**config.mk**
```make
export PLATFORM = sky130hd
export DESIGN_NAME = radius_packet_parser_core_flat
export DESIGN_NICKNAME = d
export VERILOG_FILES = /design/src/design/rpp_pkg.sv /design/src/design/rpp_in_if.sv /design/src/design/rpp_out_if.sv /design/src/design/rpp_step.sv /design/src/design/rpp_res_queue.sv /design/src/design/radius_packet_parser_core.sv /design/src/flat_wrapper.sv
export VERILOG_INCLUDE_DIRS = /design/src /design/src/design
export SDC_FILE = /design/constraint.sdc
export NUM_CORES = 1
export LEC_CHECK = 0
export ABC_AREA = 1
export BUFFER_PORTS_ARGS = -buffer_cell sky130_fd_sc_hd__buf_2
export CAP_MARGIN = 20
export CORE_MARGIN = 1.5
export CORE_UTILIZATION = 35
export CTS_CLUSTER_DIAMETER = 150
export DETAILED_ROUTE_END_ITERATION = 10
export HOLD_SLACK_MARGIN = 0.03
export PLACE_DENSITY = 0.57
export SYNTH_ARGS = -nofsm -noshare
export SYNTH_HDL_FRONTEND = slang
export SYNTH_SLANG_ARGS = --single-unit
```
**constraint.sdc**
```tcl
create_clock -name clk -period 20.4 [get_ports clk]
set_clock_uncertainty 0.15 [all_clocks]
set_input_delay 6.12 -clock clk [delete_from_list [all_inputs] [get_ports clk]]
set_output_delay 6.12 -clock clk [all_outputs]
set_load 0.01 [all_outputs]
```
**src/design/radius_packet_parser_core_defines.svh**
```systemverilog
// Shared assertion macros for the RADIUS parser.
`ifndef RADIUS_PACKET_PARSER_CORE_DEFINES_SVH
`define RADIUS_PACKET_PARSER_CORE_DEFINES_SVH

// Same-cycle implication, checked out of reset.
`define RPP_ASSERT_NOW(label, clk, rst, ante, cons) \
  label: assert property (@(posedge clk) disable iff (rst) (ante) |-> (cons)) \
    else $error("rpp same-cycle check failed");

// Next-cycle implication, checked out of reset.
`define RPP_ASSERT_NEXT(label, clk, rst, ante, cons) \
  label: assert property (@(posedge clk) disable iff (rst) (ante) |=> (cons)) \
    else $error("rpp next-cycle check failed");

`endif

```
**src/design/rpp_pkg.sv**
```systemverilog
`timescale 1ns / 1ps

package rpp_pkg;

  localparam logic [15:0] MIN_PACKET = 16'd20;
  localparam logic [7:0]  ATTR_HDR   = 8'd2;
  localparam int          BYTE_SHIFT = 8;
  localparam logic [14:0] COUNT_MAX  = 15'h7FFF;
  localparam logic [15:0] POS_MAX    = 16'hFFFF;

  localparam logic [7:0] CODE_ACCESS_REQUEST  = 8'd1;
  localparam logic [7:0] CODE_ACCT_REQUEST    = 8'd4;
  localparam logic [7:0] CODE_ACCT_RESPONSE   = 8'd5;

  typedef enum logic [2:0] {
    KIND_TOO_SHORT = 3'd0,
    KIND_HEADER    = 3'd1,
    KIND_AUTH      = 3'd2,
    KIND_ATTR      = 3'd3,
    KIND_VALUE     = 3'd4,
    KIND_STOPPED   = 3'd5,
    KIND_DONE      = 3'd6
  } kind_t;

  typedef enum logic [2:0] {
    PH_HEADER = 3'd0,
    PH_TYPE   = 3'd1,
    PH_LEN    = 3'd2,
    PH_VALUE  = 3'd3,
    PH_STOP   = 3'd4,
    PH_SHORT  = 3'd5
  } phase_t;

  typedef struct packed {
    logic [7:0]  data_byte;
    logic [15:0] buffer_bytes;
    logic        last_byte;
  } in_t;

  typedef struct packed {
    kind_t       result_kind;
    logic [7:0]  code;
    logic [7:0]  identifier;
    logic [15:0] declared_length;
    logic        request_flag;
    logic        accounting_flag;
    logic [7:0]  attr_type;
    logic [7:0]  attr_length;
    logic [7:0]  payload_byte;
    logic [7:0]  byte_index;
    logic [14:0] attr_count;
    logic        end_of_run;
  } res_t;

  // Up to two results per accepted word, main result first.
  typedef struct packed {
    logic valid_main;
    logic valid_done;
    res_t main;
    res_t done;
  } push_t;

  typedef struct packed {
    logic pos_zero;
    logic in_header;
  } step_status_t;

endpackage

```
**src/design/rpp_in_if.sv**
```systemverilog
`timescale 1ns / 1ps

interface rpp_in_if;
  logic         valid;
  logic         ready;
  rpp_pkg::in_t payload;

  modport source (output valid, output payload, input ready);
  modport sink (input valid, input payload, output ready);
endinterface

```
**src/design/rpp_out_if.sv**
```systemverilog
`timescale 1ns / 1ps

interface rpp_out_if;
  logic          valid;
  logic          ready;
  rpp_pkg::res_t payload;

  modport source (output valid, output payload, input ready);
  modport sink (input valid, input payload, output ready);
endinterface

```
**src/design/rpp_step.sv**
```systemverilog
`timescale 1ns / 1ps

module rpp_step (
  input  logic                  clk,
  input  logic                  rst,
  input  logic                  take,
  input  rpp_pkg::in_t          word,
  output rpp_pkg::push_t        push,
  output rpp_pkg::step_status_t status
);

  rpp_pkg::phase_t phase, phase_next;
  logic [15:0] pos, pos_next;
  logic [15:0] region_end, region_end_next;
  logic [7:0]  held_code, held_code_next;
  logic [7:0]  held_id, held_id_next;
  logic [7:0]  held_len_hi, held_len_hi_next;
  logic [7:0]  cur_type, cur_type_next;
  logic [7:0]  cur_len, cur_len_next;
  logic [7:0]  value_left, value_left_next;
  logic [7:0]  value_index, value_index_next;
  logic [14:0] count, count_next;

  logic [7:0]  b;
  logic [15:0] decl_len;
  logic        len_bad;

  assign b        = word.data_byte;
  assign decl_len = {held_len_hi, b};
  assign len_bad  = (b < rpp_pkg::ATTR_HDR) ||
                    (({1'b0, pos} + {9'b0, b}) > ({1'b0, region_end} + 17'd1));

  // Next state
  always_comb begin
    phase_next       = phase;
    pos_next         = (pos != rpp_pkg::POS_MAX) ? pos + 16'd1 : pos;
    region_end_next  = region_end;
    held_code_next   = held_code;
    held_id_next     = held_id;
    held_len_hi_next = held_len_hi;
    cur_type_next    = cur_type;
    cur_len_next     = cur_len;
    value_left_next  = value_left;
    value_index_next = value_index;
    count_next       = count;
    unique case (phase)
      rpp_pkg::PH_HEADER: begin
        if (pos == 16'd0 && word.buffer_bytes < rpp_pkg::MIN_PACKET) begin
          phase_next = rpp_pkg::PH_SHORT;
        end else if (pos == 16'd0) begin
          held_code_next = b;
        end else if (pos == 16'd1) begin
          held_id_next = b;
        end else if (pos == 16'd2) begin
          held_len_hi_next = b;
        end else if (pos == 16'd3) begin
          if (decl_len < rpp_pkg::MIN_PACKET || decl_len > word.buffer_bytes) begin
            region_end_next = word.buffer_bytes;
          end else begin
            region_end_next = decl_len;
          end
        end else if (pos + 16'd1 >= rpp_pkg::MIN_PACKET) begin
          phase_next = rpp_pkg::PH_TYPE;
        end
      end
      rpp_pkg::PH_TYPE: begin
        if (pos < region_end) begin
          if (pos + 16'd1 < region_end) begin
            cur_type_next = b;
            phase_next    = rpp_pkg::PH_LEN;
          end else begin
            phase_next = rpp_pkg::PH_STOP;
          end
        end
      end
      rpp_pkg::PH_LEN: begin
        cur_len_next = b;
        if (len_bad) begin
          phase_next = rpp_pkg::PH_STOP;
        end else begin
          if (count != rpp_pkg::COUNT_MAX) count_next = count + 15'd1;
          if (b > rpp_pkg::ATTR_HDR) begin
            value_left_next  = b - rpp_pkg::ATTR_HDR;
            value_index_next = 8'd0;
            phase_next       = rpp_pkg::PH_VALUE;
          end else begin
            phase_next = rpp_pkg::PH_TYPE;
          end
        end
      end
      rpp_pkg::PH_VALUE: begin
        value_index_next = value_index + 8'd1;
        if (value_left != 8'd0) value_left_next = value_left - 8'd1;
        if (value_left <= 8'd1) phase_next = rpp_pkg::PH_TYPE;
      end
      default: begin
      end
    endcase
  end

  // Results
  always_comb begin
    push = '0;
    push.main.result_kind = rpp_pkg::KIND_TOO_SHORT;
    push.done.result_kind = rpp_pkg::KIND_DONE;
    push.done.attr_count  = count_next;
    push.done.end_of_run  = 1'b1;
    push.valid_done       = take && word.last_byte && (phase_next != rpp_pkg::PH_SHORT);
    unique case (phase)
      rpp_pkg::PH_HEADER: begin
        if (pos == 16'd0 && word.buffer_bytes < rpp_pkg::MIN_PACKET) begin
          push.valid_main      = take;
          push.main.end_of_run = 1'b1;
        end else if (pos == 16'd3) begin
          push.valid_main            = take;
          push.main.result_kind      = rpp_pkg::KIND_HEADER;
          push.main.code             = held_code;
          push.main.identifier       = held_id;
          push.main.declared_length  = decl_len;
          push.main.request_flag     = (held_code == rpp_pkg::CODE_ACCESS_REQUEST) ||
                                       (held_code == rpp_pkg::CODE_ACCT_REQUEST);
          push.main.accounting_flag  = (held_code == rpp_pkg::CODE_ACCT_REQUEST) ||
                                       (held_code == rpp_pkg::CODE_ACCT_RESPONSE);
        end else if (pos > 16'd3) begin
          push.valid_main        = take;
          push.main.result_kind  = rpp_pkg::KIND_AUTH;
          push.main.payload_byte = b;
          push.main.byte_index   = 8'(pos - 16'd4);
        end
      end
      rpp_pkg::PH_LEN: begin
        push.valid_main       = take;
        push.main.result_kind = len_bad ? rpp_pkg::KIND_STOPPED : rpp_pkg::KIND_ATTR;
        push.main.attr_type   = cur_type;
        push.main.attr_length = b;
        push.main.attr_count  = count_next;
      end
      rpp_pkg::PH_VALUE: begin
        push.valid_main        = take;
        push.main.result_kind  = rpp_pkg::KIND_VALUE;
        push.main.attr_type    = cur_type;
        push.main.attr_length  = cur_len;
        push.main.attr_count   = count;
        push.main.payload_byte = b;
        push.main.byte_index   = value_index;
      end
      default: begin
      end
    endcase
  end

  always_ff @(posedge clk) begin
    if (rst || (take && word.last_byte)) begin
      phase       <= rpp_pkg::PH_HEADER;
      pos         <= '0;
      region_end  <= '0;
      held_code   <= '0;
      held_id     <= '0;
      held_len_hi <= '0;
      cur_type    <= '0;
      cur_len     <= '0;
      value_left  <= '0;
      value_index <= '0;
      count       <= '0;
    end else if (take) begin
      phase       <= phase_next;
      pos         <= pos_next;
      region_end  <= region_end_next;
      held_code   <= held_code_next;
      held_id     <= held_id_next;
      held_len_hi <= held_len_hi_next;
      cur_type    <= cur_type_next;
      cur_len     <= cur_len_next;
      value_left  <= value_left_next;
      value_index <= value_index_next;
      count       <= count_next;
    end
  end

  assign status.pos_zero  = (pos == 16'd0);
  assign status.in_header = (phase == rpp_pkg::PH_HEADER);

endmodule

```
**src/design/rpp_res_queue.sv**
```systemverilog
`timescale 1ns / 1ps

module rpp_res_queue (
  input  logic           clk,
  input  logic           rst,
  input  rpp_pkg::push_t push,
  output logic           room,
  output logic [2:0]     fill,
  output logic           head_valid,
  output rpp_pkg::res_t  head,
  input  logic           pop
);

  rpp_pkg::res_t slots [4];
  logic [1:0] wr_ptr, rd_ptr;
  logic [1:0] n_push;
  logic       do_pop;
  logic       push_main_only, push_done_only;

  assign n_push         = {1'b0, push.valid_main} + {1'b0, push.valid_done};
  assign do_pop         = pop && head_valid;
  assign head_valid     = (fill != 3'd0);
  assign head           = slots[rd_ptr];
  // Leave space for two words so a final byte never overflows.
  assign room           = (fill <= 3'd2);
  assign push_main_only = push.valid_main;
  assign push_done_only = push.valid_done && !push.valid_main;

  always_ff @(posedge clk) begin
    if (push_main_only) slots[wr_ptr] <= push.main;
    if (push_done_only) slots[wr_ptr] <= push.done;
    if (push.valid_main && push.valid_done) slots[wr_ptr + 2'd1] <= push.done;
  end

  always_ff @(posedge clk) begin
    if (rst) begin
      wr_ptr <= '0;
      rd_ptr <= '0;
      fill   <= '0;
    end else begin
      wr_ptr <= wr_ptr + n_push;
      if (do_pop) rd_ptr <= rd_ptr + 2'd1;
      fill <= fill + {1'b0, n_push} - {2'b0, do_pop};
    end
  end

endmodule

```
**src/design/radius_packet_parser_core.sv**
```systemverilog
// RADIUS packet parser, one packet byte per input word.
// pkt_in carries data_byte, buffer_bytes (held constant over a packet) and
// last_byte; a word moves when valid and ready are both high.
// res_out carries one result word per handshake: too_short, header,
// authenticator bytes, attribute starts, value bytes, walk stopped and done.
// Throughput: one input byte per cycle while pkt_in.ready is high. A byte
// is parsed in the cycle it is accepted; its result is registered in a
// four-entry result queue and offered on res_out behind earlier results.
// The final byte of a packet can add a second result (done) behind it.
// Bytes that give no result (header bytes 0-2, attribute type bytes, bytes
// past the region) only advance the parser.
// pkt_in.ready drops when the queue holds more than two words, so a stall
// on res_out holds every pending result and backs up the input once three
// or four results wait; nothing is dropped.
// Reset (rst, synchronous) empties the queue and puts the parser at the
// start of a packet; the last byte of every packet does the same for the
// parser.
`timescale 1ns / 1ps
`include "radius_packet_parser_core_defines.svh"

module radius_packet_parser_core (
  input logic        clk,
  input logic        rst,
  rpp_in_if.sink     pkt_in,
  rpp_out_if.source  res_out
);

  rpp_pkg::push_t        push;
  rpp_pkg::step_status_t status;
  logic                  room;
  logic [2:0]            fill;
  logic                  take;

  assign pkt_in.ready = room;
  assign take         = pkt_in.valid && room;

  rpp_step u_step (
    .clk    (clk),
    .rst    (rst),
    .take   (take),
    .word   (pkt_in.payload),
    .push   (push),
    .status (status)
  );

  rpp_res_queue u_queue (
    .clk        (clk),
    .rst        (rst),
    .push       (push),
    .room       (room),
    .fill       (fill),
    .head_valid (res_out.valid),
    .head       (res_out.payload),
    .pop        (res_out.ready)
  );

  `RPP_ASSERT_NEXT(a_last_rewinds, clk, rst, take && pkt_in.payload.last_byte,
                   status.pos_zero && status.in_header)
  `RPP_ASSERT_NOW(a_fill_bound, clk, rst, 1'b1, fill <= 3'd4)
  `RPP_ASSERT_NOW(a_end_kind, clk, rst, res_out.valid && res_out.payload.end_of_run,
                  res_out.payload.result_kind == rpp_pkg::KIND_TOO_SHORT ||
                  res_out.payload.result_kind == rpp_pkg::KIND_DONE)
  `RPP_ASSERT_NOW(a_done_needs_last, clk, rst, push.valid_done,
                  take && pkt_in.payload.last_byte)

endmodule
```
**src/flat_wrapper.sv**
```systemverilog
// flat-port wrapper written by rule: the top's interface ports become plain ports
module radius_packet_parser_core_flat 
  (clk, rst, pkt_in_valid, pkt_in_payload, pkt_in_ready, res_out_valid, res_out_payload, res_out_ready);
  rpp_in_if pkt_in_i ();
  rpp_out_if res_out_i ();
  input logic clk;
  input logic rst;
  input wire logic [$bits(pkt_in_i.valid)-1:0] pkt_in_valid;
  input wire logic [$bits(pkt_in_i.payload)-1:0] pkt_in_payload;
  output wire logic [$bits(pkt_in_i.ready)-1:0] pkt_in_ready;
  output wire logic [$bits(res_out_i.valid)-1:0] res_out_valid;
  output wire logic [$bits(res_out_i.payload)-1:0] res_out_payload;
  input wire logic [$bits(res_out_i.ready)-1:0] res_out_ready;
  assign pkt_in_i.valid = pkt_in_valid;
  assign pkt_in_i.payload = pkt_in_payload;
  assign pkt_in_ready = pkt_in_i.ready;
  assign res_out_valid = res_out_i.valid;
  assign res_out_payload = res_out_i.payload;
  assign res_out_i.ready = res_out_ready;
  radius_packet_parser_core u_core (.clk(clk), .rst(rst), .pkt_in(pkt_in_i), .res_out(res_out_i));
endmodule
```
==> flow_metrics.py <==
metrics = {
    "status": {
        "status": "completed",
    },
    "logic_synthesis": {
        "syn_area_per_cell_um2": 7.30,
        "syn-cell-area_mm2": 0.0230,
        "syn_inst": 3155,
        "ys_seq_area_share_pct": 42.1,
        "synth_top_flop_cell": "dfxtp_1",
        "synthArstFlopShare_pct": 0,
        "synth_edf_count": 60,
        "syn_nets": 3278,
        "ys_types": 46,
        "synth_area_leaders": "dfxtp_1 34%, nand2_1 11%, edfxtp_1 7.8%",
        "synth_warnings": 0,
        "synth.largest_area_cell": "dfxtp_1",
        "ys_ff_latch": 455,
        "synth_top_area_share_pct": 34.3,
    },
    "cts": {
        "tritoncts": "built",
        "cts-resized-gates": 0,
        "postCtsHoldBufs": 0,
        "postCtsSetupRepairBufs": 0,
        "cts_root_buf": "clkbuf_16",
        "cts_max_level": 2,
        "ctsLongestPathBuffers": 3,
        "clkLatencyLatePin_ns": 0.61,
        "clk_pin_slew_ns": 0.06,
        "cts_num_sinks": 455,
        "cts_buffers": 50,
    },
    "drt": {
        "drt_first_pass_iters": 6,
        "drt-total-wl_um": 72100,
        "routedWlPerCell_um": 17.7,
        "drt_iter0_markers": 1580,
        "detail-route-antenna-nets": 0,
        "drc_errors": 0,
        "vias_per_cell": 5.13,
        "vias": 20900,
    },
    "worst_setup_path": {
        "required_ns": 20.49,
        "ff2ff_setup_slack_ns": 13.02,
        "start_kind": "primary input",
        "path_max_fanout": 67,
        "crit-reg2reg-launch": "u_core.u_step.pos[0]$_SDFFE_PP0P_",
        "endpoint_kind": "flip-flop",
        "critPathKind": "in2reg",
        "timing.rr.end": "u_core.u_queue.slots[1][13]$_DFFE_PP_",
        "arrival_ns": 12.57,
        "ff2ff_path_depth": 31,
        "crit_slowest_cell": "buf_4",
        "cp_slowest_stage_delay_ns": 0.81,
        "crit_path_frequent_cell": "nand2_1",
    },
    "layout": {
        "layout_common_cells": "652 x nand2_1, 458 x inv_1, 394 x dfxtp_1, 335 x a21oi_1, 270 x o22ai_1",
        "nNetsFinal": 3294,
        "final_layout_size_suffix_gt1_share_pct": 8.38,
        "fillCellCount": 6821,
        "fin_util_pct": 39.9,
        "fin_cells": 4064,
        "mostFrequentLayoutCell": "nand2_1",
        "n_antenna_cell": 0,
        "syn2layout_area_growth_pct": 12.2,
    },
    "grt": {
        "gr-max-usage-layer": "met2",
        "first_global_vias": 19500,
        "grt_overflow_total": 0,
        "antenna_found_initial": 2,
        "grt_pass1_wl_um": 113000,
        "grt_use_met2_pct": 34.6,
        "grt_use_met1_pct": 28.9,
        "grt_usage_pct": 21.0,
        "met3_usage_pct": 2.98,
        "grt_max_degree": 139,
    },
    "power": {
        "swShare_pct": 39.2,
        "combPwrFrac_pct": 35.3,
        "p_int_w": 0.00207,
        "power.switching_w": 0.00133,
        "power.leakage_nw": 11.0,
        "p_clk_share_pct": 26.0,
        "p_seq_share_pct": 38.7,
        "power.density_mw_per_mm2": 132,
        "vdd_drop_max_mv": 0.0663,
    },
    "floorplanning": {
        "die_x_um": 260,
        "coreArea_mm2": 0.0648,
        "num_io_pins": 116,
        "die-height_um": 260,
        "rows": 93,
        "initial_core_util_pct": 35.6,
        "die_area_mm2": 0.0674,
    },
    "timing": {
        "drv_slew": 0,
        "post-route-period-util_pct": 61.2,
        "setup_violations": 0,
        "rsz0062_at_grt": "false",
        "fin_setup_tns_ns": 0,
        "period_needed_ns": 12.49,
        "fmax_ghz": 0.0801,
        "hold_viol": 0,
        "worst_pin_slew_ns": 1.14,
        "relSlewSlack_pct": 23.6,
    },
    "placed_design": {
        "place.gp.congestion": 0.834,
        "dpl.hpwl_um": 46700,
        "dp.cells": 3972,
        "io_buffer_count": 115,
    },
    "worst_hold_path": {
        "hold_start": "u_core.u_queue.rd_ptr[1]$_SDFFE_PP0P_",
        "hold_path.class": "reg2reg",
        "hold_depth": 2,
    },
    "run": {
        "drv_cap": 0,
    },
}
layer usage:
| metal | part of all wire, % | wire length (um) | up-vias |
|---|---|---|---|
| met5 | 0.040 | 29 | - |
| met4 | 2.0 | 1460 | 4 |
| met3 | 5.0 | 3620 | 85 |
| met2 | 46 | 33400 | 488 |
| met1 | 47 | 33600 | 9677 |
| li1 | - | - | 10600 |
Yosys cell counts, types with 38 or more instances:
| library cell | n |
|---|---|
| clkbuf_1 | 143 |
| inv_1 | 460 |
| ha_1 | 92 |
| dfxtp_1 | 395 |
| o22ai_1 | 270 |
| nor2_1 | 146 |
| nand3_1 | 113 |
| nor3_1 | 38 |
| a21oi_1 | 335 |
| o21ai_0 | 229 |
| edfxtp_1 | 60 |
| nand2_1 | 652 |
sequential cells by signal (all words and copies together) (netlist names), named ones only:
register	cells
u_core.u_step.held_len_hi	8
u_core.u_step.cur_type	8
u_core.u_queue.rd_ptr	2
u_core.u_step.cur_len	8
u_core.u_step.region_end	16
u_core.u_queue.slots	340
u_core.u_queue.fill	3
u_core.u_queue.wr_ptr	2
u_core.u_step.held_id	8
u_core.u_step.held_code	8
u_core.u_step.pos	16
u_core.u_step.value_index	8
u_core.u_step.count	15
u_core.u_step.value_left	8
u_core.u_step.phase	3
how the worst max path moves through the flow:
stage / from / cells after the start / slack [ns] / to
final: pkt_in_payload[17] / 32 / 7.91 / u_core.u_queue.slots[1][13]$_DFFE_PP_
after global routing: pkt_in_payload[17] / 33 / 7.29 / u_core.u_queue.slots[2][52]$_SDFFE_PP0P_
after CTS: pkt_in_payload[17] / 32 / 7.89 / u_core.u_queue.slots[2][15]$_DFFE_PP_
after detailed placement: pkt_in_payload[17] / 32 / 7.26 / u_core.u_queue.slots[2][15]$_DFFE_PP_
after global placement: pkt_in_payload[17] / 32 / 7.32 / u_core.u_queue.slots[2][13]$_DFFE_PP_
after floorplan: pkt_in_payload[17] / 32 / 8.90 / u_core.u_queue.slots[0][10]$_DFFE_PP_
cell families (layout without fill, tap and decap cells):
logic type	after synthesis	after routing	synth area share, %
adder cells (fa/ha/maj)	94	94	5.17
flip-flops	455	455	42.1
AO/OA/AOI/OAI	900	900	21.7
AND/OR/NAND/NOR	1009	1009	18.4
buffers and inverters	657	711	11.0
XOR/XNOR	40	40	1.52
area by class of cell:
cell class	instances	area (um2)	share of cell area [%]
Clock buffer	76	1450	5.61
Clock inverter	14	146	0.566
Inverter	475	1790	6.93
Multi-Input combinational cell	2043	10900	42.0
Sequential cell	455	9710	37.6
Tap cell	855	1070	4.14
Timing Repair Buffer	146	812	3.14
power groups by stage:
stage	registers (W)	clock network, W	logic (W)
3_3_place_gp	0.00133	0	0.00119
2_1_floorplan	0.00128	0	0.000853
5_1_grt	0.00135	0.000937	0.00135
3_5_place_dp	0.00133	0	0.00120
6_report	0.00132	0.000885	0.00120
4_1_cts	0.00131	0.000902	0.00120
critical path, delay by kind of cell:
kind | cells | cell delay [ns]
AO/OA/AOI/OAI | 5 | 1.00
AND/OR/NAND/NOR | 16 | 2.36
adder cells (fa/ha/maj) | 4 | 1.19
XOR/XNOR | 1 | 0.18
buffers and inverters | 6 | 1.69
stage by stage:
stage               hold slack, ns  power [W]  setup WS [ns]  instance area (um2)
CTS                          0.319    0.00342           7.89                25800
floorplan                    0.286    0.00213           8.90                23000
finish                       0.314    0.00340           7.91                25800
global placement             0.306    0.00252           7.32                24200
global route                 0.333    0.00363           7.29                25800
detailed placement           0.308    0.00253           7.26                24200
No activity file was read; power rests on OpenSTA's default activity.
